**config.mk**
```make
export PLATFORM = sky130hd
export DESIGN_NAME = input_event_to_evdev_queue_core
export DESIGN_NICKNAME = d
export VERILOG_FILES = /design/src/rtl/core/ievq_pkg.sv /design/src/rtl/core/input_event_to_evdev_queue_core.sv /design/src/rtl/core/ievq_ram.sv /design/src/rtl/core/ievq_scale.sv
export SDC_FILE = /design/constraint.sdc
export NUM_CORES = 2
export LEC_CHECK = 0
export BUFFER_PORTS_ARGS = -buffer_cell sky130_fd_sc_hd__clkbuf_2
export CORE_ASPECT_RATIO = 1.75
export CORE_MARGIN = 5
export CORE_UTILIZATION = 51
export DETAILED_ROUTE_END_ITERATION = 16
export HOLD_SLACK_MARGIN = 0.02
export PLACE_DENSITY = 0.75
export SYNTH_ARGS = -nofsm -noshare
export SYNTH_HDL_FRONTEND = slang
export SYNTH_HIERARCHICAL = 1
export SYNTH_SLANG_ARGS = --single-unit
```
**constraint.sdc**
```tcl
create_clock -name clk_i -period 9.5 [get_ports clk_i]
set_input_delay 0.95 -clock clk_i [delete_from_list [all_inputs] [get_ports clk_i]]
set_output_delay 0.95 -clock clk_i [all_outputs]
set_load 0.05 [all_outputs]
```
**src/rtl/core/ievq_pkg.sv**
```systemverilog
package ievq_pkg;

  // Default ring depth; one slot always stays free to tell full from empty.
  localparam int unsigned RING_DEPTH_DEF = 64;
  localparam int unsigned KEY_TABLE_SIZE = 232;

  // Coordinate fixed point: Q1.16 one and one half LSB of the result.
  localparam logic [16:0] ONE_Q16  = 17'h10000;
  localparam logic [32:0] HALF_Q16 = 33'h0_0000_8000;

  // Configuration register reset values.
  localparam logic [15:0] ABS_MAX_X_RST  = 16'd32767;
  localparam logic [15:0] ABS_MAX_Y_RST  = 16'd32767;
  localparam logic [9:0]  TOUCH_CODE_RST = 10'd330;

  // Event types.
  localparam logic [4:0] EV_SYN = 5'd0;
  localparam logic [4:0] EV_KEY = 5'd1;
  localparam logic [4:0] EV_ABS = 5'd3;
  localparam logic [4:0] EV_REP = 5'd20;

  // Axis codes of absolute events.
  localparam logic [9:0] ABS_X = 10'd0;
  localparam logic [9:0] ABS_Y = 10'd1;

  typedef enum logic [2:0] {
    ST_ACCEPTED  = 3'd0,
    ST_DROPPED   = 3'd1,
    ST_IGNORED   = 3'd2,
    ST_DELIVERED = 3'd3,
    ST_EMPTY     = 3'd4
  } status_e;

  typedef enum logic [1:0] {
    KIND_KEY  = 2'd0,
    KIND_PTR  = 2'd1,
    KIND_TAKE = 2'd2
  } kind_e;

  typedef enum logic [1:0] {
    KP_PRESSED   = 2'd0,
    KP_RELEASED  = 2'd1,
    KP_CANCELLED = 2'd2,
    KP_REPEAT    = 2'd3
  } key_phase_e;

  typedef enum logic [2:0] {
    PP_ADD    = 3'd0,
    PP_HOVER  = 3'd1,
    PP_DOWN   = 3'd2,
    PP_MOVE   = 3'd3,
    PP_UP     = 3'd4,
    PP_REMOVE = 3'd5,
    PP_CANCEL = 3'd6
  } ptr_phase_e;

  typedef enum logic [1:0] {
    CFG_ABS_MAX_X  = 2'd0,
    CFG_ABS_MAX_Y  = 2'd1,
    CFG_TOUCH_CODE = 2'd2
  } cfg_idx_e;

  // One ring entry: type, code, value.
  typedef struct packed {
    logic [4:0]  ev_type;
    logic [9:0]  code;
    logic [15:0] value;
  } evt_t;

  localparam int unsigned EVT_W = $bits(evt_t);

  // HID keyboard usage to key code.
  localparam logic [7:0] KEY_ROM [KEY_TABLE_SIZE] = '{
    8'd0, 8'd0, 8'd0, 8'd0, 8'd30, 8'd48, 8'd46, 8'd32,
    8'd18, 8'd33, 8'd34, 8'd35, 8'd23, 8'd36, 8'd37, 8'd38,
    8'd50, 8'd49, 8'd24, 8'd25, 8'd16, 8'd19, 8'd31, 8'd20,
    8'd22, 8'd47, 8'd17, 8'd45, 8'd21, 8'd44, 8'd2, 8'd3,
    8'd4, 8'd5, 8'd6, 8'd7, 8'd8, 8'd9, 8'd10, 8'd11,
    8'd28, 8'd1, 8'd14, 8'd15, 8'd57, 8'd12, 8'd13, 8'd26,
    8'd27, 8'd43, 8'd43, 8'd39, 8'd40, 8'd41, 8'd51, 8'd52,
    8'd53, 8'd58, 8'd59, 8'd60, 8'd61, 8'd62, 8'd63, 8'd64,
    8'd65, 8'd66, 8'd67, 8'd68, 8'd87, 8'd88, 8'd99, 8'd70,
    8'd119, 8'd110, 8'd102, 8'd104, 8'd111, 8'd107, 8'd109, 8'd106,
    8'd105, 8'd108, 8'd103, 8'd69, 8'd98, 8'd55, 8'd74, 8'd78,
    8'd96, 8'd79, 8'd80, 8'd81, 8'd75, 8'd76, 8'd77, 8'd71,
    8'd72, 8'd73, 8'd82, 8'd83, 8'd86, 8'd127, 8'd116, 8'd117,
    8'd183, 8'd184, 8'd185, 8'd186, 8'd187, 8'd188, 8'd189, 8'd190,
    8'd191, 8'd192, 8'd193, 8'd194, 8'd134, 8'd138, 8'd130, 8'd132,
    8'd128, 8'd129, 8'd131, 8'd137, 8'd133, 8'd135, 8'd136, 8'd113,
    8'd115, 8'd114,
    8'd0, 8'd0, 8'd0, 8'd0, 8'd0, 8'd0, 8'd0, 8'd0, 8'd0, 8'd0,
    8'd0, 8'd0, 8'd0, 8'd0, 8'd0, 8'd0, 8'd0, 8'd0, 8'd0, 8'd0,
    8'd0, 8'd0, 8'd0, 8'd0, 8'd0, 8'd0, 8'd0, 8'd0, 8'd0, 8'd0,
    8'd0, 8'd0, 8'd0, 8'd0, 8'd0, 8'd0, 8'd0, 8'd0, 8'd0, 8'd0,
    8'd0, 8'd0, 8'd0, 8'd0, 8'd0, 8'd0, 8'd0, 8'd0, 8'd0, 8'd0,
    8'd0, 8'd0, 8'd0, 8'd0, 8'd0, 8'd0, 8'd0, 8'd0, 8'd0, 8'd0,
    8'd0, 8'd0, 8'd0, 8'd0, 8'd0, 8'd0, 8'd0, 8'd0, 8'd0, 8'd0,
    8'd0, 8'd0, 8'd0, 8'd0, 8'd0, 8'd0, 8'd0, 8'd0, 8'd0, 8'd0,
    8'd0, 8'd0, 8'd0, 8'd0, 8'd0, 8'd0, 8'd0, 8'd0, 8'd0, 8'd0,
    8'd0, 8'd0, 8'd0, 8'd0,
    8'd29, 8'd42, 8'd56, 8'd125, 8'd97, 8'd54, 8'd100, 8'd126
  };

endpackage

```
**src/rtl/core/input_event_to_evdev_queue_core.sv**
```systemverilog
// Each item goes from IDLE to PUSH for a key or pointer group, or to READ for a take, then to DONE;
// an ignored or dropped item, or a take from an empty ring, goes straight to DONE, and DONE waits
// out any output stall. No new item is taken until DONE has handed on the last result; the single
// ring write port writes one event per cycle.
// Reset (asynchronous, active low) empties the ring and loads the register defaults;
// ring contents are not cleared.
module input_event_to_evdev_queue_core import ievq_pkg::*; #(
  parameter int unsigned RING_DEPTH = RING_DEPTH_DEF,
  localparam int unsigned IDX_W = $clog2(RING_DEPTH)
) (
  input  logic               clk_i,
  input  logic               rst_ni,

  // Input channel.
  input  logic               in_valid_i,
  output logic               in_stall_o,
  input  logic [1:0]         kind_i,
  input  logic [7:0]         key_usage_i,
  input  logic [1:0]         key_phase_i,
  input  logic [2:0]         pointer_phase_i,
  input  logic signed [17:0] x_pos_i,
  input  logic signed [17:0] y_pos_i,

  // Result channel.
  output logic               out_valid_o,
  input  logic               out_stall_i,
  output logic [2:0]         status_o,
  output logic [4:0]         event_type_o,
  output logic [9:0]         event_code_o,
  output logic [15:0]        event_value_o,

  // Configuration write channel.
  input  logic               cfg_valid_i,
  output logic               cfg_ready_o,
  input  logic [1:0]         cfg_index_i,
  input  logic [15:0]        cfg_data_i
);

  localparam logic [IDX_W:0]   DEPTH_W  = (IDX_W + 1)'(RING_DEPTH);
  localparam logic [IDX_W-1:0] LAST_IDX = IDX_W'(RING_DEPTH - 1);

  // The sequencer is one-hot. IDLE takes an item, PUSH writes one ring entry per
  // cycle, READ waits for the registered ring read, DONE hands the result to the
  // output register as soon as that register is free.
  typedef enum logic [3:0] {
    S_IDLE = 4'b0001,
    S_PUSH = 4'b0010,
    S_READ = 4'b0100,
    S_DONE = 4'b1000
  } state_e;

  state_e            state_q, state_d;
  logic [IDX_W-1:0]  rd_q, rd_d;
  logic [IDX_W-1:0]  wr_q, wr_d;
  logic [1:0]        cnt_q, cnt_d;
  logic [2:0]        n_q, n_d;
  logic              is_kbd_q, is_kbd_d;
  evt_t              ev0_q, ev0_d;
  status_e           res_status_q, res_status_d;
  evt_t              res_ev_q, res_ev_d;

  logic              out_valid_q, out_valid_d;
  status_e           out_status_q;
  evt_t              out_ev_q;
  logic              out_load;

  logic [15:0]       abs_max_x_q;
  logic [15:0]       abs_max_y_q;
  logic [9:0]        touch_code_q;

  logic              in_acc;
  logic              usage_ok;
  logic [9:0]        key_code;
  logic [IDX_W:0]    ring_free;
  logic              grp_req;
  logic              last_entry;
  logic [15:0]       x_val;
  logic [15:0]       y_val;

  logic              ram_we;
  logic              ram_re;
  evt_t              ram_wdata;
  logic [EVT_W-1:0]  ram_rdata;

  function automatic logic [IDX_W-1:0] next_slot(input logic [IDX_W-1:0] idx);
    next_slot = (idx == LAST_IDX) ? '0 : idx + 1'b1;
  endfunction

  assign in_acc     = in_valid_i && (state_q == S_IDLE);
  assign in_stall_o = (state_q != S_IDLE);

  // Configuration writes are always taken; the user must send them only while idle; the block does not enforce it.
  assign cfg_ready_o = 1'b1;

  always_ff @(posedge clk_i or negedge rst_ni) begin
    if (!rst_ni) begin
      abs_max_x_q  <= ABS_MAX_X_RST;
      abs_max_y_q  <= ABS_MAX_Y_RST;
      touch_code_q <= TOUCH_CODE_RST;
    end else if (cfg_valid_i) begin
      unique case (cfg_index_i)
        CFG_ABS_MAX_X:  abs_max_x_q  <= cfg_data_i;
        CFG_ABS_MAX_Y:  abs_max_y_q  <= cfg_data_i;
        CFG_TOUCH_CODE: touch_code_q <= cfg_data_i[9:0];
        default: ;
      endcase
    end
  end

  // Both axes are scaled at acceptance; the products stay put while the group is written.
  ievq_scale u_scale_x (
    .clk_i   (clk_i),
    .en_i    (in_acc),
    .pos_i   (x_pos_i),
    .max_i   (abs_max_x_q),
    .value_o (x_val)
  );

  ievq_scale u_scale_y (
    .clk_i   (clk_i),
    .en_i    (in_acc),
    .pos_i   (y_pos_i),
    .max_i   (abs_max_y_q),
    .value_o (y_val)
  );

  assign usage_ok = key_usage_i < 8'(KEY_TABLE_SIZE);
  assign key_code = usage_ok ? {2'b00, KEY_ROM[key_usage_i]} : '0;

  // Free slots, keeping one slot empty so that equal indexes mean an empty ring.
  assign ring_free = (rd_q > wr_q) ?
                     ({1'b0, rd_q} - {1'b0, wr_q} - 1'b1) :
                     ({1'b0, rd_q} + DEPTH_W - {1'b0, wr_q} - 1'b1);

  // The last entry of every group is the sync event.
  assign last_entry = (cnt_q == n_q[1:0] - 2'd1);

  always_comb begin
    if (last_entry) begin
      ram_wdata = '{ev_type: EV_SYN, code: '0, value: '0};
    end else if (is_kbd_q) begin
      ram_wdata = ev0_q;
    end else begin
      case (cnt_q)
        2'd0:    ram_wdata = '{ev_type: EV_ABS, code: ABS_X, value: x_val};
        2'd1:    ram_wdata = '{ev_type: EV_ABS, code: ABS_Y, value: y_val};
        default: ram_wdata = ev0_q;
      endcase
    end
  end

  always_comb begin
    state_d      = state_q;
    rd_d         = rd_q;
    wr_d         = wr_q;
    cnt_d        = cnt_q;
    n_d          = n_q;
    is_kbd_d     = is_kbd_q;
    ev0_d        = ev0_q;
    res_status_d = res_status_q;
    res_ev_d     = res_ev_q;
    ram_we       = 1'b0;
    ram_re       = 1'b0;
    grp_req      = 1'b0;
    out_load     = 1'b0;

    unique case (state_q)
      S_IDLE: begin
        if (in_valid_i) begin
          res_status_d = ST_IGNORED;
          res_ev_d     = '0;
          state_d      = S_DONE;
          case (kind_i)
            KIND_KEY: begin
              if (usage_ok) begin
                ev0_d.ev_type = (key_phase_i == KP_REPEAT) ? EV_REP : EV_KEY;
                ev0_d.code    = key_code;
                ev0_d.value   = (key_phase_i == KP_PRESSED || key_phase_i == KP_REPEAT) ?
                                16'd1 : 16'd0;
                n_d           = 3'd2;
                is_kbd_d      = 1'b1;
                grp_req       = 1'b1;
              end
            end
            KIND_PTR: begin
              case (pointer_phase_i) inside
                PP_DOWN, PP_MOVE, PP_UP: begin
                  // The touch event is kept for the third entry of a down or up group.
                  ev0_d.ev_type = EV_KEY;
                  ev0_d.code    = touch_code_q;
                  ev0_d.value   = (pointer_phase_i == PP_DOWN) ? 16'd1 : 16'd0;
                  n_d           = (pointer_phase_i == PP_MOVE) ? 3'd3 : 3'd4;
                  is_kbd_d      = 1'b0;
                  grp_req       = 1'b1;
                end
                default: ;
              endcase
            end
            KIND_TAKE: begin
              if (rd_q == wr_q) begin
                res_status_d = ST_EMPTY;
              end else begin
                ram_re  = 1'b1;
                state_d = S_READ;
              end
            end
            default: ;
          endcase
          // A group goes in whole or not at all.
          if (grp_req) begin
            if (ring_free >= (IDX_W + 1)'(n_d)) begin
              cnt_d   = '0;
              state_d = S_PUSH;
            end else begin
              res_status_d = ST_DROPPED;
            end
          end
        end
      end
      S_PUSH: begin
        ram_we = 1'b1;
        wr_d   = next_slot(wr_q);
        cnt_d  = cnt_q + 2'd1;
        if (last_entry) begin
          res_status_d = ST_ACCEPTED;
          res_ev_d     = '0;
          state_d      = S_DONE;
        end
      end
      S_READ: begin
        res_ev_d     = evt_t'(ram_rdata);
        res_status_d = ST_DELIVERED;
        rd_d         = next_slot(rd_q);
        state_d      = S_DONE;
      end
      S_DONE: begin
        if (!out_valid_q || !out_stall_i) begin
          out_load = 1'b1;
          state_d  = S_IDLE;
        end
      end
      default: state_d = S_IDLE;
    endcase
  end

  // The output register lets the next item in while a result still waits to be taken.
  always_comb begin
    out_valid_d = out_valid_q && out_stall_i;
    if (out_load) begin
      out_valid_d = 1'b1;
    end
  end

  always_ff @(posedge clk_i or negedge rst_ni) begin
    if (!rst_ni) begin
      state_q     <= S_IDLE;
      rd_q        <= '0;
      wr_q        <= '0;
      out_valid_q <= 1'b0;
    end else begin
      state_q     <= state_d;
      rd_q        <= rd_d;
      wr_q        <= wr_d;
      out_valid_q <= out_valid_d;
    end
  end

  always_ff @(posedge clk_i) begin
    cnt_q        <= cnt_d;
    n_q          <= n_d;
    is_kbd_q     <= is_kbd_d;
    ev0_q        <= ev0_d;
    res_status_q <= res_status_d;
    res_ev_q     <= res_ev_d;
    if (out_load) begin
      out_status_q <= res_status_q;
      out_ev_q     <= res_ev_q;
    end
  end

  // Reads and writes of the ring happen in different states, so they never meet.
  ievq_ram #(
    .WIDTH (EVT_W),
    .DEPTH (RING_DEPTH)
  ) u_ring (
    .clk_i   (clk_i),
    .we_i    (ram_we),
    .waddr_i (wr_q),
    .wdata_i (ram_wdata),
    .re_i    (ram_re),
    .raddr_i (rd_q),
    .rdata_o (ram_rdata)
  );

  assign out_valid_o   = out_valid_q;
  assign status_o      = out_status_q;
  assign event_type_o  = out_ev_q.ev_type;
  assign event_code_o  = out_ev_q.code;
  assign event_value_o = out_ev_q.value;

  // A write never fills the last free slot.
  a_no_overrun: assert property (@(posedge clk_i) disable iff (!rst_ni)
    ram_we |-> (next_slot(wr_q) != rd_q))
    else $error("ring write overran the read index");

  // Only a non-empty ring is read.
  a_read_nonempty: assert property (@(posedge clk_i) disable iff (!rst_ni)
    ram_re |-> (rd_q != wr_q))
    else $error("ring read while empty");

  // The entry counter stays within the group being written.
  a_cnt_in_group: assert property (@(posedge clk_i) disable iff (!rst_ni)
    (state_q == S_PUSH) |-> ((3'(cnt_q) < n_q) && (n_q >= 3'd2)))
    else $error("group entry counter out of range");

  // A finished result is taken over by the output register exactly when it is free.
  a_done_load: assert property (@(posedge clk_i) disable iff (!rst_ni)
    (state_q == S_DONE && !(out_valid_q && out_stall_i)) |=> (out_valid_q && state_q == S_IDLE))
    else $error("result not loaded into the output register");

endmodule

```
**src/rtl/core/ievq_ram.sv**
```systemverilog
module ievq_ram #(
  parameter int unsigned WIDTH = 8,
  parameter int unsigned DEPTH = 64,
  localparam int unsigned AW = $clog2(DEPTH)
) (
  input  logic             clk_i,
  input  logic             we_i,
  input  logic [AW-1:0]    waddr_i,
  input  logic [WIDTH-1:0] wdata_i,
  input  logic             re_i,
  input  logic [AW-1:0]    raddr_i,
  output logic [WIDTH-1:0] rdata_o
);

  logic [WIDTH-1:0] mem_q [DEPTH];
  logic [WIDTH-1:0] rdata_q;

  always_ff @(posedge clk_i) begin
    if (we_i) begin
      mem_q[waddr_i] <= wdata_i;
    end
    if (re_i) begin
      rdata_q <= mem_q[raddr_i];
    end
  end

  assign rdata_o = rdata_q;

endmodule

```
**src/rtl/core/ievq_scale.sv**
```systemverilog
module ievq_scale import ievq_pkg::*; (
  input  logic               clk_i,
  input  logic               en_i,
  input  logic signed [17:0] pos_i,
  input  logic [15:0]        max_i,
  output logic [15:0]        value_o
);

  logic [16:0] pos_clamp;
  logic [32:0] prod_q;
  logic [32:0] rounded;

  // Negative positions clamp to zero, anything above one clamps to one.
  always_comb begin
    if (pos_i[17]) begin
      pos_clamp = '0;
    end else if (pos_i[16:0] > ONE_Q16) begin
      pos_clamp = ONE_Q16;
    end else begin
      pos_clamp = pos_i[16:0];
    end
  end

  always_ff @(posedge clk_i) begin
    if (en_i) begin
      prod_q <= 33'(pos_clamp) * 33'(max_i);
    end
  end

  assign rounded = prod_q + HALF_Q16;
  assign value_o = rounded[31:16];

endmodule
```
== Yosys cells after proc, flatten, opt, wreduce, memory -nomap -nowiden ==
Memories as Yosys holds them, arrays and structs flattened. A register that Yosys moved wholly into a read port is not among the register bits.
Cells that the tools add are included.
Word-level totals
  register bits after elaboration: 228
  bits in writable memories: 1984
  memory bits (read-only): 2048
  word-level logic and storage cells: 156
  memories: 2
Memory list
  (name not given): words 256, bits a word 8, rd ports 1, clocked after Yosys merged registers in 0, write ports 0, line input_event_to_evdev_queue_core.sv:128  | assign key_code = usage_ok ? {2'b00, KEY_ROM[key_usage_i]} : '0;
  u_ring.mem_q: words 64, bits a word 31, rd ports 1, clocked after Yosys merged registers in 1, write ports 1, line ievq_ram.sv:15  | logic [WIDTH-1:0] mem_q [DEPTH];
Cells by class
  add/subtract/negate cells: 11
  multiply operators: 2
  magnitude comparators: 6
  equal/unequal tests: 25
  muxes and demuxes: 64
  bitwise operators: 1
  reductions and logical operators: 22
Operator list (number)
  $mux 31: 6
  $pmux 31 s2: 2
  $pmux 31 s3: 1
  $mux 17: 4
  $add 32x16->32 const B: 2
  $mul 17x16->32: 2
  $gt 17x17->1 const B: 2
  $mux 3: 11
  $mux 4: 7
  $mux 1: 18
  $mux 8: 2
  $pmux 4 s4: 1
  $sub 7x1->7 const B: 2
  $add 6x1->6 const B: 2
  $eq 6x6->1 const B: 2
  $mux 6: 2
  $ne 2x2->1 const B: 5
  $ge 9x9->1 const B: 1
  $not 8->9: 1
  $pmux 3 s3: 1
  $logic_not 2->1: 4
  $lt 8x8->1 const B: 1
  $reduce_and 2->1: 4
  $add 6x7->7 const B: 1
  33 further kinds: 47

== Depth between registers and ports, before layout ==
  word-level depth: 11
  depth in mapped cells: 27
  mapped depth without buffers: 24

== Cells and area by module ==
Netlist, hierarchy kept.
Modules (own cells, without submodules)
  ievq_ram: times used 1, cells an instance 3418, area an instance 76618.5 µm², seq. area each 60508.0 µm²
  ievq_scale at u_scale_x: times used 1, cells an instance 1084, area an instance 9653.0 µm², seq. area each 510.5 µm²
  ievq_scale at u_scale_y: times used 1, cells an instance 1059, area an instance 9519.1 µm², seq. area each 510.5 µm²
  input_event_to_evdev_queue_core: times used 1, cells an instance 693, area an instance 7773.7 µm², seq. area each 4132.7 µm²

== Worst setup path before layout ==
No wires, ideal clock.
  kind: input to register
  start: input y_pos_i[12]
  end: register u_scale_y.prod_q[25] (data pin)
  library setup time: 0.266 ns
  arrival time: 6.908 ns
  data required time: 9.234 ns
  path slack: 2.326 ns
  cell stages on the path: 24
  buffers on the path: 2
  cell sequence: nor4_1 -> nand4_1 -> a21oi_1 -> clkbuf_1 -> and2_1 -> clkbuf_1 -> nand2_1 -> fa_1 -> fa_1 -> inv_1 -> fa_1 -> fa_1 -> fa_1 -> inv_1 -> fa_1 -> inv_1 -> ha_1 -> a21o_1 -> a21oi_1 -> nor2b_1 -> a31o_2 -> nor3_1 -> o221ai_1 -> xor2_1
On the way
  longest elaborated chain between the ends: 4
Ends and longest elaborated chain
  start: declaration: line input_event_to_evdev_queue_core.sv:22  | input logic signed [17:0] y_pos_i,
  $gt 17x17->1: line ievq_scale.sv:17  | end else if (pos_i[16:0] > ONE_Q16) begin
  $mux 17 *: line ievq_scale.sv:17
  $mux 17 *: line ievq_scale.sv:15  | if (pos_i[17]) begin
  $mul 17x16->32 *: line ievq_scale.sv:26  | prod_q <= 33'(pos_clamp) * 33'(max_i);
  end signal: assignment: line ievq_scale.sv:26
  end: declaration: line ievq_scale.sv:10  | logic [32:0] prod_q;
Mark *: on every way between the ends. The rest lies on a longest branch, timed or not.
A chain may end at the register's enable or synchronous reset.

== Worst setup path in the final report ==
  start: input y_pos_i[4]
  end: register u_scale_y.prod_q[30] (data pin)
Same word-level chain as after synthesis.

==> metrics.md <==
| Metric | Value |
|---|---|
| Post-synth ARST share | 0.02688 |
| Post CTS Setup Buffer Count | 0 |
| CP Class | primary input to flop |
| Clock share of power | 0.298 |
| Reg2reg start | abs_max_y_q[2] |
| Nets | 7138 |
| Placed insts | 8888 |
| Die W | roughly 350 µm |
| Synth cell types | 97 |
| CP required | about 10 ns |
| Worst Hold Class | primary input to asynchronous set/reset pin |
| Drt initial violations | approximately 5800 |
| Max Fclk | roughly 120 MHz |
| RSZ-0062 raised after global routing | false |
| CTS tree | built |
| Sink Count | ~2200 |
| Net Sw Frac | 0.2985 |
| Initial antenna violation count | 32 |
| RePlAce Congestion | around 0.90 |
| VDD IR-drop max | about 180 µV |
| Total CTS buffers | around 190 |
| MaxCap Viol Count | 0 |
| Post-Syn Area | about 100000 µm² |
| Cell area power density | roughly 220 nW/µm² |
| Routed WL | 278.2 mm |
| Cell Chain, Critical Path | clkbuf_2 > nor4_1 > nand4_1 > a21oi_4 > buf_4 > and2_1 > nand2_1 > fa_1 > inv_1 > fa_1 > inv_1 > fa_1 > inv_1 > fa_1 > fa_1 > fa_1 > ha_1 > a21oi_1 > o21bai_1 > a21o_1 > a31o_2 > o21ai_0 > nand3b_1 > xor2_1 |
| Fillers | 15090 |
| Layout Cells excl Fill | about 9300 |
| Top FF cell, synth | edfxtp_1 |
| Worst-Skew Late Latency | about 0.86 ns |
| CP Capture Type | flop |
| P_leak | 0.04023 µW |
| Cell mode on critical path | fa_1 |
| H-tree Lvls | 4 |
| GR Util All Layers | 0.2603 |
| Synthesized netlist cell count | ~6300 |
| Slew at the pin closest to its max-slew limit | ~1.3 ns |
| Hold Buf Count CTS | 0 |
| Clock slew at reported path FFs | roughly 0.080 ns |
| Vias in the first global route | 59700 |
| Detailed Routing Iterations Pass 1 | 7 |
| Number of synthesized flops with an enable pin | between 2000 and 2500 |
| Via count | between 50000 and 60000 |
| Net Sw Power | roughly 7700 µW |
| Multi-input logic area | ~35000 µm² |
| # rows | around 220 |
| Total Negative Setup Slacks | 0 ns |
| Pin count of the biggest net entering global routing | approximately 110 |
| Io pins | 111 |
| Post-Syn Area per Cell | approximately 17 µm² |
| Seq cells post-synth | 2195 |
| Clk root buf | clkbuf_16 |
| Storage cell area | 65680 µm² |
| Critical path startpoint category | primary input |
| Slew Limit Fails | 0 |
| Share of power burned in registers | 0.466 |
| Remaining Overflow, GRT | 0 |
| Slew HR | 0.1027 |
| Skew final | 0.1084 ns |
| Tmin final | 8.004 ns |
| Hold violation count in the final report | 0 |
| Number of remaining DRC errors | 0 |
| Post-CTS Resized | 0 |
| Final HPWL DP | 175.4 mm |
| Port Buffers | about 110 |
| Die area | 212500 µm² |
| Core area | 202800 µm² |
| Fin crit share | 0.8425 |
| Worst path max stage delay | 0.67 ns |
| Layout cells sized above 1 | 0.1759 |
| Global-route wire length before repair | 402.4 mm |
| Slowest stage cell, crit path | a21oi_4 |
| Worst Path Arrival | approximately 8.6 ns |
| Setup slack, reg-to-reg | 2.68 ns |
| Final ANT Viol Nets | 0 |
| Worst-case clock buffer depth | 4 |
| Starting density of the core | 0.5107 |
| Wire per inst | about 30 µm |
| Internal power | about 18000 µW |
| YS warnings | 6 |
| Final setup violation count | 0 |
| Worst Setup SP | y_pos_i[4] |
| Via density per instance | 6.174 |
| Outcome | completed |
| Layout area overhead | 10.30% |
| Chip height | roughly 600 µm |
| Logic gate share of total power | 0.236 |
| Seq/Total Area, Yosys | 0.6340 |
| Crit-path max FO | 40 |
==> metal layers <==
metal  vias to the layer above  wire length, µm  global-route usage
met5                         -               15                   0
met4                         2            23800              0.1938
met3                       720            20430             0.03604
met2                      3071           144000              0.4521
met1                     29620            90040              0.2923
li1                      24050                -                   -
==> placed cells by master (no fill, tap or decap), types with 81 or more instances in the layout <==
| master | netlist | routed |
|---|---|---|
| edfxtp_1 | 2136 | 2136 |
| o21ai_0 | 97 | 90 |
| and3_1 | 276 | 276 |
| and2_1 | 106 | 95 |
| clkbuf_2 | 1 | 109 |
| nand2_1 | 349 | 349 |
| mux2i_1 | 300 | 300 |
| inv_1 | 499 | 499 |
| clkbuf_16 | 0 | 188 |
| fa_1 | 413 | 413 |
| buf_4 | 25 | 150 |
| a22oi_1 | 121 | 121 |
| diode_2 | 0 | 83 |
| ha_1 | 227 | 227 |
| mux4_2 | 404 | 404 |
| o22ai_1 | 93 | 93 |
| nor2_1 | 162 | 81 |
==> flip-flops by register name, summed over array words and instances (netlist names), 2 cells and up <==
signal and count:
cnt_q 2, res_ev_q 31, ev0_q 13, abs_max_y_q 16, event_type_o 5, abs_max_x_q 16
rd_q 6, wr_q 6, state_q 4, u_scale_y/prod_q 17, n_q 3, event_value_o 16
u_ring/rdata_o 31, u_ring/mem_q 1984, event_code_o 10, status_o 3, res_status_q 3, u_scale_x/prod_q 17
touch_code_q 10
==> through the flow <==
step	power, µW	utilization	cell area [µm²]	hold WS (ns)	setup WS (ns)
2_1_floorplan	16020	-	103800	0.4003	2.326
3_3_place_gp	18030	0.5327	108000	0.4051	1.001
3_5_place_dp	18150	0.5327	108000	0.4045	0.9672
4_1_cts	25760	0.5623	114000	0.2491	1.844
5_1_grt	26650	0.5633	114200	0.3353	1.406
6_report	25670	0.5634	114200	0.2808	1.496
==> critical path, delay by kind of cell <==
family,cells,cell delay [ns]
adders and majority gates,7,3.33
xor gates and xnor gates,1,0.19
AOI/OAI and AO/OA,6,2.10
and+or+nand+nor,5,1.40
buffers and inverters,5,0.63
==> path summary, 6_finish.rpt <==
kind / cells after the start / to
hold reg to reg: 0 / event_type_o[1]
max in group asynchronous: 2 / rd_q[1]
setup reg to reg: 19 / u_scale_y/prod_q[30]
setup / recovery: 24 / u_scale_y/prod_q[30]
hold / removal: 2 / abs_max_y_q[15]
min in group clk_i: 2 / abs_max_x_q[14]
==> logic make-up after synthesis <==
group / count (synthesis) / synth area share
flip-flops: 2195 / 0.6340
AND/OR/NAND/NOR: 1100 / 0.05428
buffers and inverters: 844 / 0.03327
multiplexers: 756 / 0.1226
adder cells (fa/ha/maj): 640 / 0.1073
AO/OA/AOI/OAI: 630 / 0.04113
XOR/XNOR: 87 / 0.007358
other: 2 / 0.00007252
==> area by class of cell <==
cell class | instances | share of cell area
sequential | 2195 | 0.5749
multi-input combinational | 3278 | 0.3100
clock buffer | 219 | 0.04220
tap | 2652 | 0.02905
inverter | 501 | 0.01646
timing repair buffer | 262 | 0.01516
clock inverter | 117 | 0.01039
antenna | 83 | 0.001818
==> cell usage after synthesis, types with 5 or more instances <==
master,n,area share
buf_6,5,0.00054
a21oi_1,73,0.0035
o311ai_0,8,0.00068
nand3b_1,9,0.00065
a211oi_1,11,0.00080
nor4_1,9,0.00054
a22oi_1,121,0.0088
o211ai_1,9,0.00065
inv_1,499,0.018
or3_1,8,0.00048
mux2_2,51,0.0055
buf_1,10,0.00036
xor2_1,30,0.0025
nand2_1,349,0.013
and3_1,276,0.017
mux4_2,404,0.088
a311oi_1,8,0.00068
nor2b_1,21,0.0013
mux2i_1,300,0.029
buf_4,25,0.0018
nor3_1,36,0.0017
dfstp_2,35,0.0089
o221ai_1,7,0.00059
edfxtp_1,2136,0.62
dfrtp_1,24,0.0058
o21ai_0,97,0.0047
o21bai_1,13,0.00094
nand3_1,50,0.0024
o31ai_1,29,0.0021
a21o_1,44,0.0032
buf_2,107,0.0052
nand4_1,23,0.0014
and2_1,106,0.0064
o22ai_1,93,0.0056
clkbuf_1,194,0.0070
a31oi_1,61,0.0037
fa_1,413,0.080
nand2b_1,15,0.00091
nor2_1,162,0.0059
xnor2_1,57,0.0048
ha_1,227,0.027
o21a_1,7,0.00051
==> power groups by stage <==
| stage | clock (µW) | sequential (µW) | combinational (µW) |
|---|---|---|---|
| 2_1_floorplan | 0 | 11900 | 4100 |
| 3_3_place_gp | 0 | 12100 | 5890 |
| 3_5_place_dp | 0 | 12200 | 5990 |
| 4_1_cts | 7750 | 11900 | 6060 |
| 5_1_grt | 8170 | 12000 | 6500 |
| 6_report | 7660 | 12000 | 6050 |
No activity file was read; power rests on OpenSTA's default activity.
